[src/design/smd_pkg.sv]
// shared types, codes and constants of the seven-segment multiplexer
// no dependencies; used by the channel interfaces and the top level

package smd_pkg;

  // field widths
  localparam int unsigned ValueW   = 16;
  localparam int unsigned NumW     = 14;
  localparam int unsigned SegW     = 8;
  localparam int unsigned NumDigits = 4;
  localparam int unsigned PosW     = 2;
  localparam int unsigned DigitW   = 4;
  localparam int unsigned CfgIdxW  = 2;
  localparam int unsigned CfgDataW = 4;

  // largest number the display can hold
  localparam logic [NumW-1:0] MaxNumber = 14'd9999;

  // operation codes
  typedef enum logic [0:0] {
    OP_SET     = 1'b0,
    OP_REFRESH = 1'b1
  } op_e;

  // configuration register indexes
  typedef enum logic [CfgIdxW-1:0] {
    CFG_MIN_DIGITS   = 2'd0,
    CFG_POINT_ENABLE = 2'd1,
    CFG_POINT_BIT    = 2'd2
  } cfg_idx_e;

  // configuration reset values
  localparam logic [2:0] MinDigitsRst   = 3'd1;
  localparam logic [3:0] PointEnableRst = 4'd0;
  localparam logic [2:0] PointBitRst    = 3'd2;

  // reciprocal constants for division by 10, 100 and 1000 (exact below 10000)
  localparam int unsigned ProdW     = 30;
  localparam logic [ProdW-1:0] Recip10   = 30'd6554;
  localparam logic [ProdW-1:0] Recip100  = 30'd10486;
  localparam logic [ProdW-1:0] Recip1000 = 30'd16778;
  localparam int unsigned Shift10   = 16;
  localparam int unsigned Shift100  = 20;
  localparam int unsigned Shift1000 = 24;

  typedef logic [DigitW-1:0] digit_t;

  // segment pattern of one decimal digit
  function automatic logic [SegW-1:0] seg_lookup(input digit_t d);
    logic [SegW-1:0] s;
    begin
      case (d)
        4'd0:    s = 8'heb;
        4'd1:    s = 8'h28;
        4'd2:    s = 8'hb3;
        4'd3:    s = 8'hba;
        4'd4:    s = 8'h78;
        4'd5:    s = 8'hda;
        4'd6:    s = 8'hdb;
        4'd7:    s = 8'he8;
        4'd8:    s = 8'hfb;
        4'd9:    s = 8'hfa;
        default: s = 8'h00;
      endcase
      return s;
    end
  endfunction

endpackage

[src/design/smd_in_if.sv]
// input channel of the seven-segment multiplexer: valid/ready plus item fields
// depends on smd_pkg for the field widths

interface smd_in_if;
  logic                          valid;
  logic                          ready;
  logic                          operation;
  logic [smd_pkg::ValueW-1:0]    value;

  modport source (output valid, output operation, output value, input ready);
  modport sink   (input valid, input operation, input value, output ready);
endinterface

[src/design/smd_out_if.sv]
// result channel of the seven-segment multiplexer: valid/ready plus result fields
// depends on smd_pkg for the field widths

interface smd_out_if;
  logic                            valid;
  logic                            ready;
  logic [smd_pkg::SegW-1:0]        segments;
  logic [smd_pkg::NumDigits-1:0]   digit_ground_n;
  logic [smd_pkg::PosW-1:0]        digit_position;

  modport source (output valid, output segments, output digit_ground_n,
                  output digit_position, input ready);
  modport sink   (input valid, input segments, input digit_ground_n,
                  input digit_position, output ready);
endinterface

[src/design/seven_segment_mux_driver.sv]
// top level of the four-digit seven-segment multiplexer
// depends on smd_pkg, smd_in_if and smd_out_if

// Usage
// in_i carries one transaction per item: operation set stores value clamped
// to 9999, operation refresh services the next of four digit positions.
// out_o returns one transaction per refresh: the segment byte, the active-low
// digit grounds (all high for a blanked leading zero, segments then repeat the
// previous byte) and the serviced position. A set returns nothing.
// Configuration (min_digits, point_enable, point_bit) is written through
// cfg_we_i / cfg_idx_i / cfg_data_i while no transaction is in flight.
// An accepted item is held in the input register; a refresh result is loaded
// into the result register as the item leaves it, once that register is free,
// and is then on out_o. Throughput is one item per cycle while out_o does not
// stall, set by the input register feeding the result register.
// A set converts the number to four decimal digits while it sits in the input
// register; the digits load as it leaves, so a following refresh sees them.
// Reset clears both stages, the scan position to 0, the stored number to 0,
// the last segment byte to 0 and the registers to their defaults.
// When out_o stalls, the result register holds, one more item waits in the
// input register and in_i deasserts ready behind it; sets still drain.

module seven_segment_mux_driver (
  input  logic                           clk_i,
  input  logic                           rst_ni,
  smd_in_if.sink                         in_i,
  smd_out_if.source                      out_o,
  input  logic                           cfg_we_i,
  input  logic [smd_pkg::CfgIdxW-1:0]    cfg_idx_i,
  input  logic [smd_pkg::CfgDataW-1:0]   cfg_data_i
);

  // configuration registers
  logic [2:0] min_digits_q;
  logic [3:0] point_en_q;
  logic [2:0] point_bit_q;

  // input register
  logic                        s1_vld_q;
  logic                        s1_op_q;
  logic [smd_pkg::NumW-1:0]    s1_num_q;
  logic [smd_pkg::NumW-1:0]    s1_num_d;

  // display state
  smd_pkg::digit_t             digit_q [smd_pkg::NumDigits];
  smd_pkg::digit_t             digit_d [smd_pkg::NumDigits];
  logic [smd_pkg::PosW-1:0]    scan_pos_q;
  logic [smd_pkg::SegW-1:0]    last_seg_q;

  // result register
  logic                            out_vld_q;
  logic [smd_pkg::NumDigits-1:0]   ground_q;
  logic [smd_pkg::PosW-1:0]        pos_q;

  logic out_free;
  logic s2_go;
  logic s2_set;
  logic s2_refresh;

  // number to digit conversion
  logic [smd_pkg::ProdW-1:0] prod10, prod100, prod1000;
  logic [9:0]                 quo10;
  logic [6:0]                 quo100;
  logic [3:0]                 quo1000;
  logic [smd_pkg::NumW-1:0]   rem10;
  logic [9:0]                 rem100;
  logic [6:0]                 rem1000;

  // refresh datapath
  logic                        lead_zero;
  logic                        blank;
  logic [smd_pkg::SegW-1:0]    seg_raw;
  logic [smd_pkg::SegW-1:0]    point_mask;
  logic [smd_pkg::NumDigits-1:0] ground_d;

  // configuration writes
  always_ff @(posedge clk_i or negedge rst_ni) begin
    if (!rst_ni) begin
      min_digits_q <= smd_pkg::MinDigitsRst;
      point_en_q   <= smd_pkg::PointEnableRst;
      point_bit_q  <= smd_pkg::PointBitRst;
    end else if (cfg_we_i) begin
      unique case (cfg_idx_i)
        smd_pkg::CFG_MIN_DIGITS:   min_digits_q <= cfg_data_i[2:0];
        smd_pkg::CFG_POINT_ENABLE: point_en_q   <= cfg_data_i;
        smd_pkg::CFG_POINT_BIT:    point_bit_q  <= cfg_data_i[2:0];
        default: ;
      endcase
    end
  end

  // handshake: sets drain freely, refreshes need room in the result register
  assign out_free   = !out_vld_q || out_o.ready;
  assign s2_set     = s1_vld_q && (s1_op_q == smd_pkg::OP_SET);
  assign s2_refresh = s1_vld_q && (s1_op_q == smd_pkg::OP_REFRESH) && out_free;
  assign s2_go      = s2_set || s2_refresh;
  assign in_i.ready = !s1_vld_q || s2_go;

  // clamp at the input
  assign s1_num_d = (in_i.value > smd_pkg::ValueW'(smd_pkg::MaxNumber))
                  ? smd_pkg::MaxNumber : in_i.value[smd_pkg::NumW-1:0];

  always_ff @(posedge clk_i or negedge rst_ni) begin
    if (!rst_ni) begin
      s1_vld_q <= 1'b0;
    end else if (in_i.ready) begin
      s1_vld_q <= in_i.valid;
    end
  end

  always_ff @(posedge clk_i) begin
    if (in_i.valid && in_i.ready) begin
      s1_op_q  <= in_i.operation;
      s1_num_q <= s1_num_d;
    end
  end

  // decimal digits by reciprocal multiplication
  assign prod10   = smd_pkg::ProdW'(s1_num_q) * smd_pkg::Recip10;
  assign prod100  = smd_pkg::ProdW'(s1_num_q) * smd_pkg::Recip100;
  assign prod1000 = smd_pkg::ProdW'(s1_num_q) * smd_pkg::Recip1000;
  assign quo10    = prod10[smd_pkg::Shift10 +: 10];
  assign quo100   = prod100[smd_pkg::Shift100 +: 7];
  assign quo1000  = prod1000[smd_pkg::Shift1000 +: 4];

  // remainders by shift-add times ten
  assign rem10   = s1_num_q - ({4'd0, quo10} << 3) - ({4'd0, quo10} << 1);
  assign rem100  = quo10 - ({3'd0, quo100} << 3) - ({3'd0, quo100} << 1);
  assign rem1000 = quo100 - ({3'd0, quo1000} << 3) - ({3'd0, quo1000} << 1);

  assign digit_d[0] = rem10[smd_pkg::DigitW-1:0];
  assign digit_d[1] = rem100[smd_pkg::DigitW-1:0];
  assign digit_d[2] = rem1000[smd_pkg::DigitW-1:0];
  assign digit_d[3] = quo1000;

  // leading zero test for the current position
  always_comb begin
    case (scan_pos_q)
      2'd1:    lead_zero = (digit_q[3] == '0) && (digit_q[2] == '0) && (digit_q[1] == '0);
      2'd2:    lead_zero = (digit_q[3] == '0) && (digit_q[2] == '0);
      2'd3:    lead_zero = (digit_q[3] == '0);
      default: lead_zero = 1'b0;
    endcase
  end

  assign blank = (scan_pos_q != '0) && lead_zero
              && (min_digits_q < ({1'b0, scan_pos_q} + 3'd1));

  // segment byte with optional decimal point
  assign point_mask = point_en_q[scan_pos_q]
                    ? (smd_pkg::SegW'(1) << point_bit_q) : '0;
  assign seg_raw    = smd_pkg::seg_lookup(digit_q[scan_pos_q]) | point_mask;
  assign ground_d   = blank ? '1 : ~(smd_pkg::NumDigits'(1) << scan_pos_q);

  // display state update
  always_ff @(posedge clk_i or negedge rst_ni) begin
    if (!rst_ni) begin
      for (int i = 0; i < smd_pkg::NumDigits; i++) begin
        digit_q[i] <= '0;
      end
      scan_pos_q <= '0;
      last_seg_q <= '0;
    end else begin
      if (s2_set) begin
        for (int i = 0; i < smd_pkg::NumDigits; i++) begin
          digit_q[i] <= digit_d[i];
        end
      end
      if (s2_refresh) begin
        scan_pos_q <= scan_pos_q + 2'd1;
        if (!blank) begin
          last_seg_q <= seg_raw;
        end
      end
    end
  end

  // result register
  always_ff @(posedge clk_i or negedge rst_ni) begin
    if (!rst_ni) begin
      out_vld_q <= 1'b0;
    end else if (out_free) begin
      out_vld_q <= s2_refresh;
    end
  end

  always_ff @(posedge clk_i) begin
    if (s2_refresh) begin
      ground_q <= ground_d;
      pos_q    <= scan_pos_q;
    end
  end

  // segments follow the last byte, which only moves when a result is loaded
  assign out_o.valid          = out_vld_q;
  assign out_o.segments       = last_seg_q;
  assign out_o.digit_ground_n = ground_q;
  assign out_o.digit_position = pos_q;

`ifndef ASSERT_OFF
  // at most one digit ground is driven low
  a_one_ground: assert property (@(posedge clk_i) disable iff (!rst_ni)
    out_vld_q |-> (ground_q == 4'hf || $onehot(~ground_q)))
    else $error("more than one digit ground low");

  // a driven ground matches the serviced position
  a_ground_pos: assert property (@(posedge clk_i) disable iff (!rst_ni)
    (out_vld_q && ground_q != 4'hf) |-> !ground_q[pos_q])
    else $error("digit ground does not match position");

  // position zero is never blanked
  a_pos0_lit: assert property (@(posedge clk_i) disable iff (!rst_ni)
    (out_vld_q && pos_q == 2'd0) |-> (ground_q == 4'he))
    else $error("position zero blanked");

  // scan position steps by one per refresh
  a_scan_step: assert property (@(posedge clk_i) disable iff (!rst_ni)
    s2_refresh |=> (scan_pos_q == 2'($past(scan_pos_q) + 2'd1)))
    else $error("scan position did not advance");

  // stored digits stay decimal
  a_digits_dec: assert property (@(posedge clk_i) disable iff (!rst_ni)
    (digit_q[0] <= 4'd9) && (digit_q[1] <= 4'd9)
    && (digit_q[2] <= 4'd9) && (digit_q[3] <= 4'd9))
    else $error("stored digit out of range");
`endif

endmodule

[src/flat_wrapper.sv]
// flat-port wrapper written by rule: the top's interface ports become plain ports
module seven_segment_mux_driver_flat 
  (clk_i, rst_ni, cfg_we_i, cfg_idx_i, cfg_data_i, in_i_valid, in_i_operation, in_i_value, in_i_ready, out_o_valid, out_o_segments, out_o_digit_ground_n, out_o_digit_position, out_o_ready);
  smd_in_if in_i_i ();
  smd_out_if out_o_i ();
  input  logic clk_i;
  input  logic rst_ni;
  input  logic cfg_we_i;
  input  logic [smd_pkg::CfgIdxW-1:0] cfg_idx_i;
  input  logic [smd_pkg::CfgDataW-1:0] cfg_data_i;
  input wire logic [$bits(in_i_i.valid)-1:0] in_i_valid;
  input wire logic [$bits(in_i_i.operation)-1:0] in_i_operation;
  input wire logic [$bits(in_i_i.value)-1:0] in_i_value;
  output wire logic [$bits(in_i_i.ready)-1:0] in_i_ready;
  output wire logic [$bits(out_o_i.valid)-1:0] out_o_valid;
  output wire logic [$bits(out_o_i.segments)-1:0] out_o_segments;
  output wire logic [$bits(out_o_i.digit_ground_n)-1:0] out_o_digit_ground_n;
  output wire logic [$bits(out_o_i.digit_position)-1:0] out_o_digit_position;
  input wire logic [$bits(out_o_i.ready)-1:0] out_o_ready;
  assign in_i_i.valid = in_i_valid;
  assign in_i_i.operation = in_i_operation;
  assign in_i_i.value = in_i_value;
  assign in_i_ready = in_i_i.ready;
  assign out_o_valid = out_o_i.valid;
  assign out_o_segments = out_o_i.segments;
  assign out_o_digit_ground_n = out_o_i.digit_ground_n;
  assign out_o_digit_position = out_o_i.digit_position;
  assign out_o_i.ready = out_o_ready;
  seven_segment_mux_driver u_core (.clk_i(clk_i), .rst_ni(rst_ni), .in_i(in_i_i), .out_o(out_o_i), .cfg_we_i(cfg_we_i), .cfg_idx_i(cfg_idx_i), .cfg_data_i(cfg_data_i));
endmodule
[config.mk]
export PLATFORM = sky130hd
export DESIGN_NAME = seven_segment_mux_driver_flat
export DESIGN_NICKNAME = d
export VERILOG_FILES = /design/src/design/smd_pkg.sv /design/src/design/smd_in_if.sv /design/src/design/smd_out_if.sv /design/src/design/seven_segment_mux_driver.sv /design/src/flat_wrapper.sv
export SDC_FILE = /design/constraint.sdc
export NUM_CORES = 1
export LEC_CHECK = 0
export BUFFER_PORTS_ARGS = -buffer_cell sky130_fd_sc_hd__buf_2
export CAP_MARGIN = 20
export CELL_PAD_IN_SITES_DETAIL_PLACEMENT = 0
export CELL_PAD_IN_SITES_GLOBAL_PLACEMENT = 2
export CORE_MARGIN = 2
export CORE_UTILIZATION = 42
export CTS_CLUSTER_DIAMETER = 80
export DETAILED_ROUTE_END_ITERATION = 6
export GPL_ROUTABILITY_DRIVEN = 1
export GPL_TIMING_DRIVEN = 0
export HOLD_SLACK_MARGIN = 0.12
export PLACE_DENSITY_LB_ADDON = 0.1
export SLEW_MARGIN = 30
export SYNTH_ARGS = -nofsm -noshare
export SYNTH_HDL_FRONTEND = slang
export SYNTH_SLANG_ARGS = --single-unit
[constraint.sdc]
create_clock -name clk_i -period 7.71 [get_ports clk_i]
set_input_delay 1.542 -clock clk_i [delete_from_list [all_inputs] [get_ports clk_i]]
set_output_delay 1.542 -clock clk_i [all_outputs]
set_load 0.02 [all_outputs]
### Word level (Yosys, flattened, before mapping)

Memories as Yosys holds them, arrays and structs flattened.
Cells that the tools add are included.

| cells by class | value |
|---|---|
| bitwise operators | 5 |
| equal/unequal tests | 5 |
| shifts and indexed selects | 2 |
| magnitude comparators | 4 |
| mux-type cells | 7 |
| reduce and logical (&&, ||, !) cells | 22 |
| $mul | 3 |
| $add $sub $neg | 8 |

Operator list:

| operator | number |
|---|---|
| 14-bit by 14-bit multiplier with 27-bit output, second input constant | 1 |
| 4-bit subtractor | 6 |
| 14-bit by 13-bit multiplier with 23-bit output, second input constant | 1 |
| 14-bit by 12-bit multiplier with 19-bit output, second input constant | 1 |
| 16-bit by 14-bit > comparator with 1-bit output, second input constant | 1 |
| 4-bit zero test | 3 |
| 4-bit binary-select mux with 2-bit select | 1 |
| 1-bit logical AND | 8 |
| 4-bit 2-to-1 mux | 2 |
| 8-bit 2-to-1 mux | 1 |
| 8-bit OR | 1 |
| 2-bit AND reduction | 4 |
| 1-bit by 3-bit << shifter with 8-bit output, first input constant | 1 |
| 2-bit equality test, second input constant | 3 |
| 2-bit by 1-bit equality test with 1-bit output, second input constant | 2 |
| 4-bit NOT | 1 |
| 1-bit by 2-bit << shifter with 4-bit output, first input constant | 1 |
| 2-bit by 1-bit adder with 3-bit output, second input constant | 1 |
| 3-bit greater-or-equal comparator, second input constant | 1 |
| 1-bit logical OR | 3 |
| 2-bit by 3-bit less-than comparator with 1-bit output, second input constant | 1 |
| 3-bit less-than comparator | 1 |
| 2-bit NOT with 3-bit output | 1 |
| 1-bit one-hot mux with 3 select lines | 1 |
| other kinds (7) | 9 |

| word-level totals | value |
|---|---|
| register bits after elaboration | 59 |
| bits in read-only memories | 112 |
| bits of input ports | 28 |
| output and inout bits | 16 |
| memories kept | 1 |
| word-level logic and storage cells | 72 |

Memories:

| memory | depth | bits a word | rd ports | clocked after Yosys merged registers in | wr ports | line | text |
|---|---|---|---|---|---|---|---|
| (name not given) | 16 | 7 | 1 | 0 | 0 | smd_pkg.sv:52 | `case (d)` |

### Depth between registers and ports, before layout

| logic depth | value |
|---|---|
| depth in word-level cells | 8 |
| depth in mapped cells | 27 |
| depth with buffers taken out | 27 |

### Worst setup path after synthesis

OpenSTA, ideal clock, no wires.

| path | value |
|---|---|
| kind | register to register |
| start point | reg u_core.s1_num_q[8] (netlist bit) |
| end point | reg u_core.digit_q[11] (netlist bit) |
| data arrival time | 5,967 ps |
| library setup time | 121 ps |
| stages on the path, launching flop included | 26 |
| path slack | 1,623 ps |
| clock period less this slack | 6,087 ps |
| cells stage by stage | edfxtp_1 ha_1 inv_1 fa_1 inv_1 fa_1 inv_1 fa_1 fa_1 inv_1 ha_1 a21o_1 a21o_1 a211oi_2 o311ai_2 o21a_1 xnor2_1 inv_1 ha_1 xnor2_1 xnor2_1 xnor2_1 nor2_1 a2111oi_1 xnor2_1 o21ai_1 |

| between the ends | value |
|---|---|
| word-level cells in the longest chain between the ends | 3 |

RTL lines:

| item | line | text |
|---|---|---|
| start, declared | seven_segment_mux_driver.sv:41 | `logic [smd_pkg::NumW-1:0] s1_num_q;` |
| start signal, assigned | seven_segment_mux_driver.sv:114 | `s1_num_q <= s1_num_d;` |
| 14-bit by 12-bit multiplier with 19-bit output / 14-bit by 13-bit multiplier with 23-bit output (equally long branches) | seven_segment_mux_driver.sv:119, seven_segment_mux_driver.sv:120 |  |
| 4-bit subtractor | seven_segment_mux_driver.sv:128 | `assign rem100 = quo10 - ({3'd0, quo100} << 3) - ({3'd0, quo100} << 1);` |
| 4-bit subtractor (*) | seven_segment_mux_driver.sv:128 |  |
| end signal, assigned by index | seven_segment_mux_driver.sv:166 | `digit_q[i] <= digit_d[i];` |
| end, declared | seven_segment_mux_driver.sv:45 | `smd_pkg::digit_t digit_q [smd_pkg::NumDigits];` |

Every way passes the cells marked *; elsewhere a longest branch is shown, timed or not.
A chain may end at the register's enable or synchronous reset.

### Final worst setup path

| path | value |
|---|---|
| start point | reg u_core.s1_num_q[5] (netlist bit) |
| end point | reg u_core.digit_q[11] (netlist bit) |

The elaborated chain is that of the path after synthesis.

==> out/qor.tcl <==
set qor(run_status) {completed}
set qor(placeableCoreArea_sq_um) 24110
set qor(finalHoldViolCount) 0
set qor(finalWirelength_mm) 23.71
set qor(clock_path_buffers) 2
set qor(clk-insertion-delay-late_ns) 0.33
set qor(ant_nets) 0
set qor(grt_util_all_layers_pct) 19.77
set qor(drt_pre_antenna_iters) 4
set qor(max_slew_margin_pct) 37.68
set qor(io-pin-count) 44
set qor(vias_in_the_first_global_route) 7099
set qor(final-seq-area_sq_um) 1584
set qor(grt_start_max_net_pins) 39
set qor(wire_length_of_the_first_global_routing_pass_mm) 39.11
set qor(first_iter_violations) 294
set qor(setup_viol_count_final) 0
set qor(syn-num-nets) 1406
set qor(antenna_cells) 0
set qor(residual_drc_count) 0
set qor(layout-drive-gt1-share_pct) 9.224
set qor(path_type_of_the_worst_setup_path) {reg2reg}
set qor(worst_setup_hold_path_clk_slew_ns) 0.06
set qor(global_route.peak_usage_layer) {met2}
set qor(placement.setup.worst_slack_ns) 0.3267
set qor(ys.flop_type) {sky130_fd_sc_hd__dfrtp_1}
set qor(tritoncts) {built}
set qor(crit_required_ns) 7.93
set qor(timing.critical_path.fanout_max) 12
set qor(start_util_pct) 42.42
set qor(vias) 6878
set qor(synth.cells.most_frequent) {sky130_fd_sc_hd__inv_1 (286), sky130_fd_sc_hd__ha_1 (220), sky130_fd_sc_hd__fa_1 (126), sky130_fd_sc_hd__nand2_1 (48), sky130_fd_sc_hd__o21ai_0 (37)}
set qor(routedWlPerCell_um) 16.71
set qor(power_leakage_nw) 5.903
set qor(number_of_nets_in_the_final_layout) 1464
set qor(cpLargestDelayFamily) {adder cells}
set qor(clock_skew_ns) 0.009955
set qor(critPathArrivalTime_ns) 7.26
set qor(synth-seq-cells) 59
set qor(timing.hold.ws_ns) 0.4670
set qor(antenna_found_initial) 0
set qor(synth.lib_cells_used.distinct) 65
set qor(use_met3_pct) 2.104
set qor(fp.dieH_um) 160.0
set qor(worst_path_max_delay_cell) {sky130_fd_sc_hd__edfxtp_1}
set qor(die_wd_um) 160.0
set qor(rsz_0062_raised_after_global_routing) {false}
set qor(syn_area_per_cell_sq_um) 9.908
set qor(fin_ws_ns) 0.6691
set qor(crit_top_cell) {sky130_fd_sc_hd__inv_1}
set qor(timing.critical_path.buf_inv) 5
set qor(synthesis.instances) 1032
set qor(dp.cells) 1399
set qor(remaining_overflow_grt) 0
set qor(clockRootBuffer) {sky130_fd_sc_hd__clkbuf_16}
set qor(multi_input_area_sq_um) 7536
set qor(place.gp.congestion) 0.8362
set qor(post-synth-top-area-cell) {sky130_fd_sc_hd__ha_1}
set qor(tns_ns) 0
set qor(numClockSinks) 59
set qor(syn2layout_area_growth_pct) 9.300
set qor(global_route.usage.met2_pct) 31.13
set qor(synth_edf_count) 21
set qor(worstHoldPathType) {reg2reg}
set qor(power.ir.vdd_worst_v) 0.0001577
set qor(final.fill_count) 2394
set qor(floorplan.die_area_sq_um) 25610
set qor(route.detailed.vias_per_inst) 4.847
set qor(worst-slew-pin-transition_ns) 0.9314
set qor(syn-cell-area_sq_um) 10220
set qor(cts_htree_levels) 3
set qor(synth.area.top_cells) {sky130_fd_sc_hd__ha_1 (27%), sky130_fd_sc_hd__fa_1 (25%), sky130_fd_sc_hd__inv_1 (10%), sky130_fd_sc_hd__dfrtp_1 (8.8%), sky130_fd_sc_hd__edfxtp_1 (6.2%)}
set qor(power_density_nw_per_um2) 350.6
set qor(buffer_ports.inserted) 43
set qor(maxCapViolations) 0
set qor(yosys.cell_count.top_type) {sky130_fd_sc_hd__inv_1}
set qor(yosys_warnings) 0
set qor(finalMaxSlewViolations) 0
set qor(final.period_utilization_pct) 91.32
set qor(post-dp-hpwl_mm) 20.65
set qor(final-instance-count-excl-fill) 1419
set qor(slowest_delay_ns) 0.85
set qor(ys_async_sr_fraction_pct) 64.41
set qor(yosysTopAreaCellShare_pct) 26.92
set qor(period_minus_slack_ns) 7.041
set qor(placement_rows) 57
set qor(critical_path_startpoint_category) {flop}
set qor(worst_setup_path_end_kind) {flop}
set qor(max_freq_mhz) 142.0
set qor(cts_inserted_buffers) 9
set qor(groute.layer.met1.usage_pct) 30.29
set qor(synth-seq-area-share_pct) 15.49
-- cell families (layout without fill, tap and decap cells) --
logic type / after synthesis / count (layout) / synth area share, %
XOR/XNOR: 32 / 32 / 3.084
AND/OR/NAND/NOR: 157 / 157 / 7.881
adder cells (fa/ha/maj): 346 / 346 / 51.59
AO/OA/AOI/OAI: 125 / 125 / 8.358
multiplexers: 21 / 21 / 2.717
buffers and inverters: 292 / 355 / 10.88
flip-flops: 59 / 59 / 15.49
-- report_power, final --
part	switching, mW	leakage [nW]	internal, mW
Clock	0.153	0.148	0.249
Combinational	1.69	5.11	1.33
Sequential	0.0757	0.645	0.416
Total	1.92	5.90	2.00
-- layout by cell type (no fill, tap or decap), types with 4 or more instances in the layout --
master                        n
sky130_fd_sc_hd__inv_1      286
sky130_fd_sc_hd__a211oi_2     4
sky130_fd_sc_hd__mux4_2       4
sky130_fd_sc_hd__edfxtp_1    21
sky130_fd_sc_hd__nor4_1       5
sky130_fd_sc_hd__o21a_1       5
sky130_fd_sc_hd__fa_1       126
sky130_fd_sc_hd__o31ai_1      4
sky130_fd_sc_hd__nand4_1      4
sky130_fd_sc_hd__a21o_1       9
sky130_fd_sc_hd__clkbuf_16    9
sky130_fd_sc_hd__o21ai_1      6
sky130_fd_sc_hd__ha_1       220
sky130_fd_sc_hd__buf_2       43
sky130_fd_sc_hd__nor2_1      21
sky130_fd_sc_hd__a211oi_1     7
sky130_fd_sc_hd__nand3_1     13
sky130_fd_sc_hd__and2_1       9
sky130_fd_sc_hd__xnor2_1     19
sky130_fd_sc_hd__o21ai_0     37
sky130_fd_sc_hd__mux2_2      14
sky130_fd_sc_hd__nor3_1      15
sky130_fd_sc_hd__nor2b_1      5
sky130_fd_sc_hd__dfrtp_1     36
sky130_fd_sc_hd__buf_4        5
sky130_fd_sc_hd__xor2_1       9
sky130_fd_sc_hd__nand2b_1    18
sky130_fd_sc_hd__nand2_1     48
sky130_fd_sc_hd__a21oi_1     22
-- final cells by class --
type                    count  area share, %
multi-input cells         681          67.43
flip-flops and latches     59          14.17
inverters                 286          9.606
well taps                 324          3.627
repair buffers             47          2.217
clock buffers               9          2.015
clock inverters             7         0.5822
plain buffers               6         0.3471
-- path summary, 6_finish.rpt --
check                                                      from  slack, ns                              endpoint  cells after the start
hold reg to reg            u_core.out_o.segments[3]$_DFFE_PN0P_       0.47  u_core.out_o.segments[3]$_DFFE_PN0P_                      2
hold / removal             u_core.out_o.segments[3]$_DFFE_PN0P_       0.47  u_core.out_o.segments[3]$_DFFE_PN0P_                      2
max in group asynchronous                                rst_ni       6.17    u_core.min_digits_q[0]$_DFFE_PN1P_                      1
setup reg to reg               u_core.s1_num_q[5]$_SDFFCE_PN0P_       0.67        u_core.digit_q[11]$_DFFE_PN0P_                     25
setup / recovery               u_core.s1_num_q[5]$_SDFFCE_PN0P_       0.67        u_core.digit_q[11]$_DFFE_PN0P_                     25
min in group asynchronous                                rst_ni       1.17  u_core.out_o.segments[5]$_DFFE_PN0P_                      1
-- through the flow --
| step | util (%) | area (sq um) | total power, mW |
|---|---|---|---|
| 2_1_floorplan | - | 10220 | 2.785 |
| 3_3_place_gp | 44.99 | 10850 | 3.528 |
| 3_5_place_dp | 44.99 | 10850 | 3.531 |
| 4_1_cts | 46.20 | 11140 | 3.963 |
| 5_1_grt | 46.36 | 11180 | 4.433 |
| 6_report | 46.36 | 11180 | 3.918 |
-- layer usage --
metal  vias to the layer above  wire length, um
met5                         -                0
met4                         0              147
met3                        10              814
met2                        99            10550
met1                      3301            12200
li1                       3468                -
-- sequential cells by signal, indices dropped and copies added (netlist names) --
| signal | flops |
|---|---|
| u_core.digit_q | 16 |
| u_core.min_digits_q | 3 |
| u_core.out_o.digit_ground_n | 4 |
| u_core.out_o.digit_position | 2 |
| u_core.out_o.segments | 8 |
| u_core.out_o.valid | 1 |
| u_core.point_bit_q | 3 |
| u_core.point_en_q | 4 |
| u_core.s1_num_q | 14 |
| u_core.s1_op_q | 1 |
| u_core.s1_vld_q | 1 |
| u_core.scan_pos_q | 2 |
-- worst reg2reg max path: stages (launching register included) --
cell and delay (ns):
sky130_fd_sc_hd__edfxtp_1 0.85, sky130_fd_sc_hd__inv_1 0.23, sky130_fd_sc_hd__fa_1 0.55, sky130_fd_sc_hd__inv_1 0.04
sky130_fd_sc_hd__ha_1 0.20, sky130_fd_sc_hd__fa_1 0.53, sky130_fd_sc_hd__inv_1 0.05, sky130_fd_sc_hd__fa_1 0.46
sky130_fd_sc_hd__fa_1 0.54, sky130_fd_sc_hd__inv_1 0.04, sky130_fd_sc_hd__ha_1 0.30, sky130_fd_sc_hd__a21o_1 0.17
sky130_fd_sc_hd__a21o_1 0.23, sky130_fd_sc_hd__a211oi_2 0.32, sky130_fd_sc_hd__o311ai_2 0.20, sky130_fd_sc_hd__o21a_1 0.17
sky130_fd_sc_hd__xnor2_1 0.22, sky130_fd_sc_hd__inv_1 0.11, sky130_fd_sc_hd__ha_1 0.27, sky130_fd_sc_hd__xnor2_1 0.21
sky130_fd_sc_hd__xnor2_1 0.13, sky130_fd_sc_hd__xnor2_2 0.30, sky130_fd_sc_hd__nor2_1 0.08, sky130_fd_sc_hd__a2111oi_1 0.50
sky130_fd_sc_hd__xnor2_1 0.17, sky130_fd_sc_hd__o21ai_1 0.07
-- timing repair --
| action | in CTS | in global routing |
|---|---|---|
| endpoints found under the setup margin | 0 | 1 |
| hold buffers | 0 | 0 |
| gates resized for setup | 0 | 1 |
| endpoints found under the hold margin | 0 | 0 |
| setup buffers | 0 | 4 |
Power figures use the tool's default switching activity.
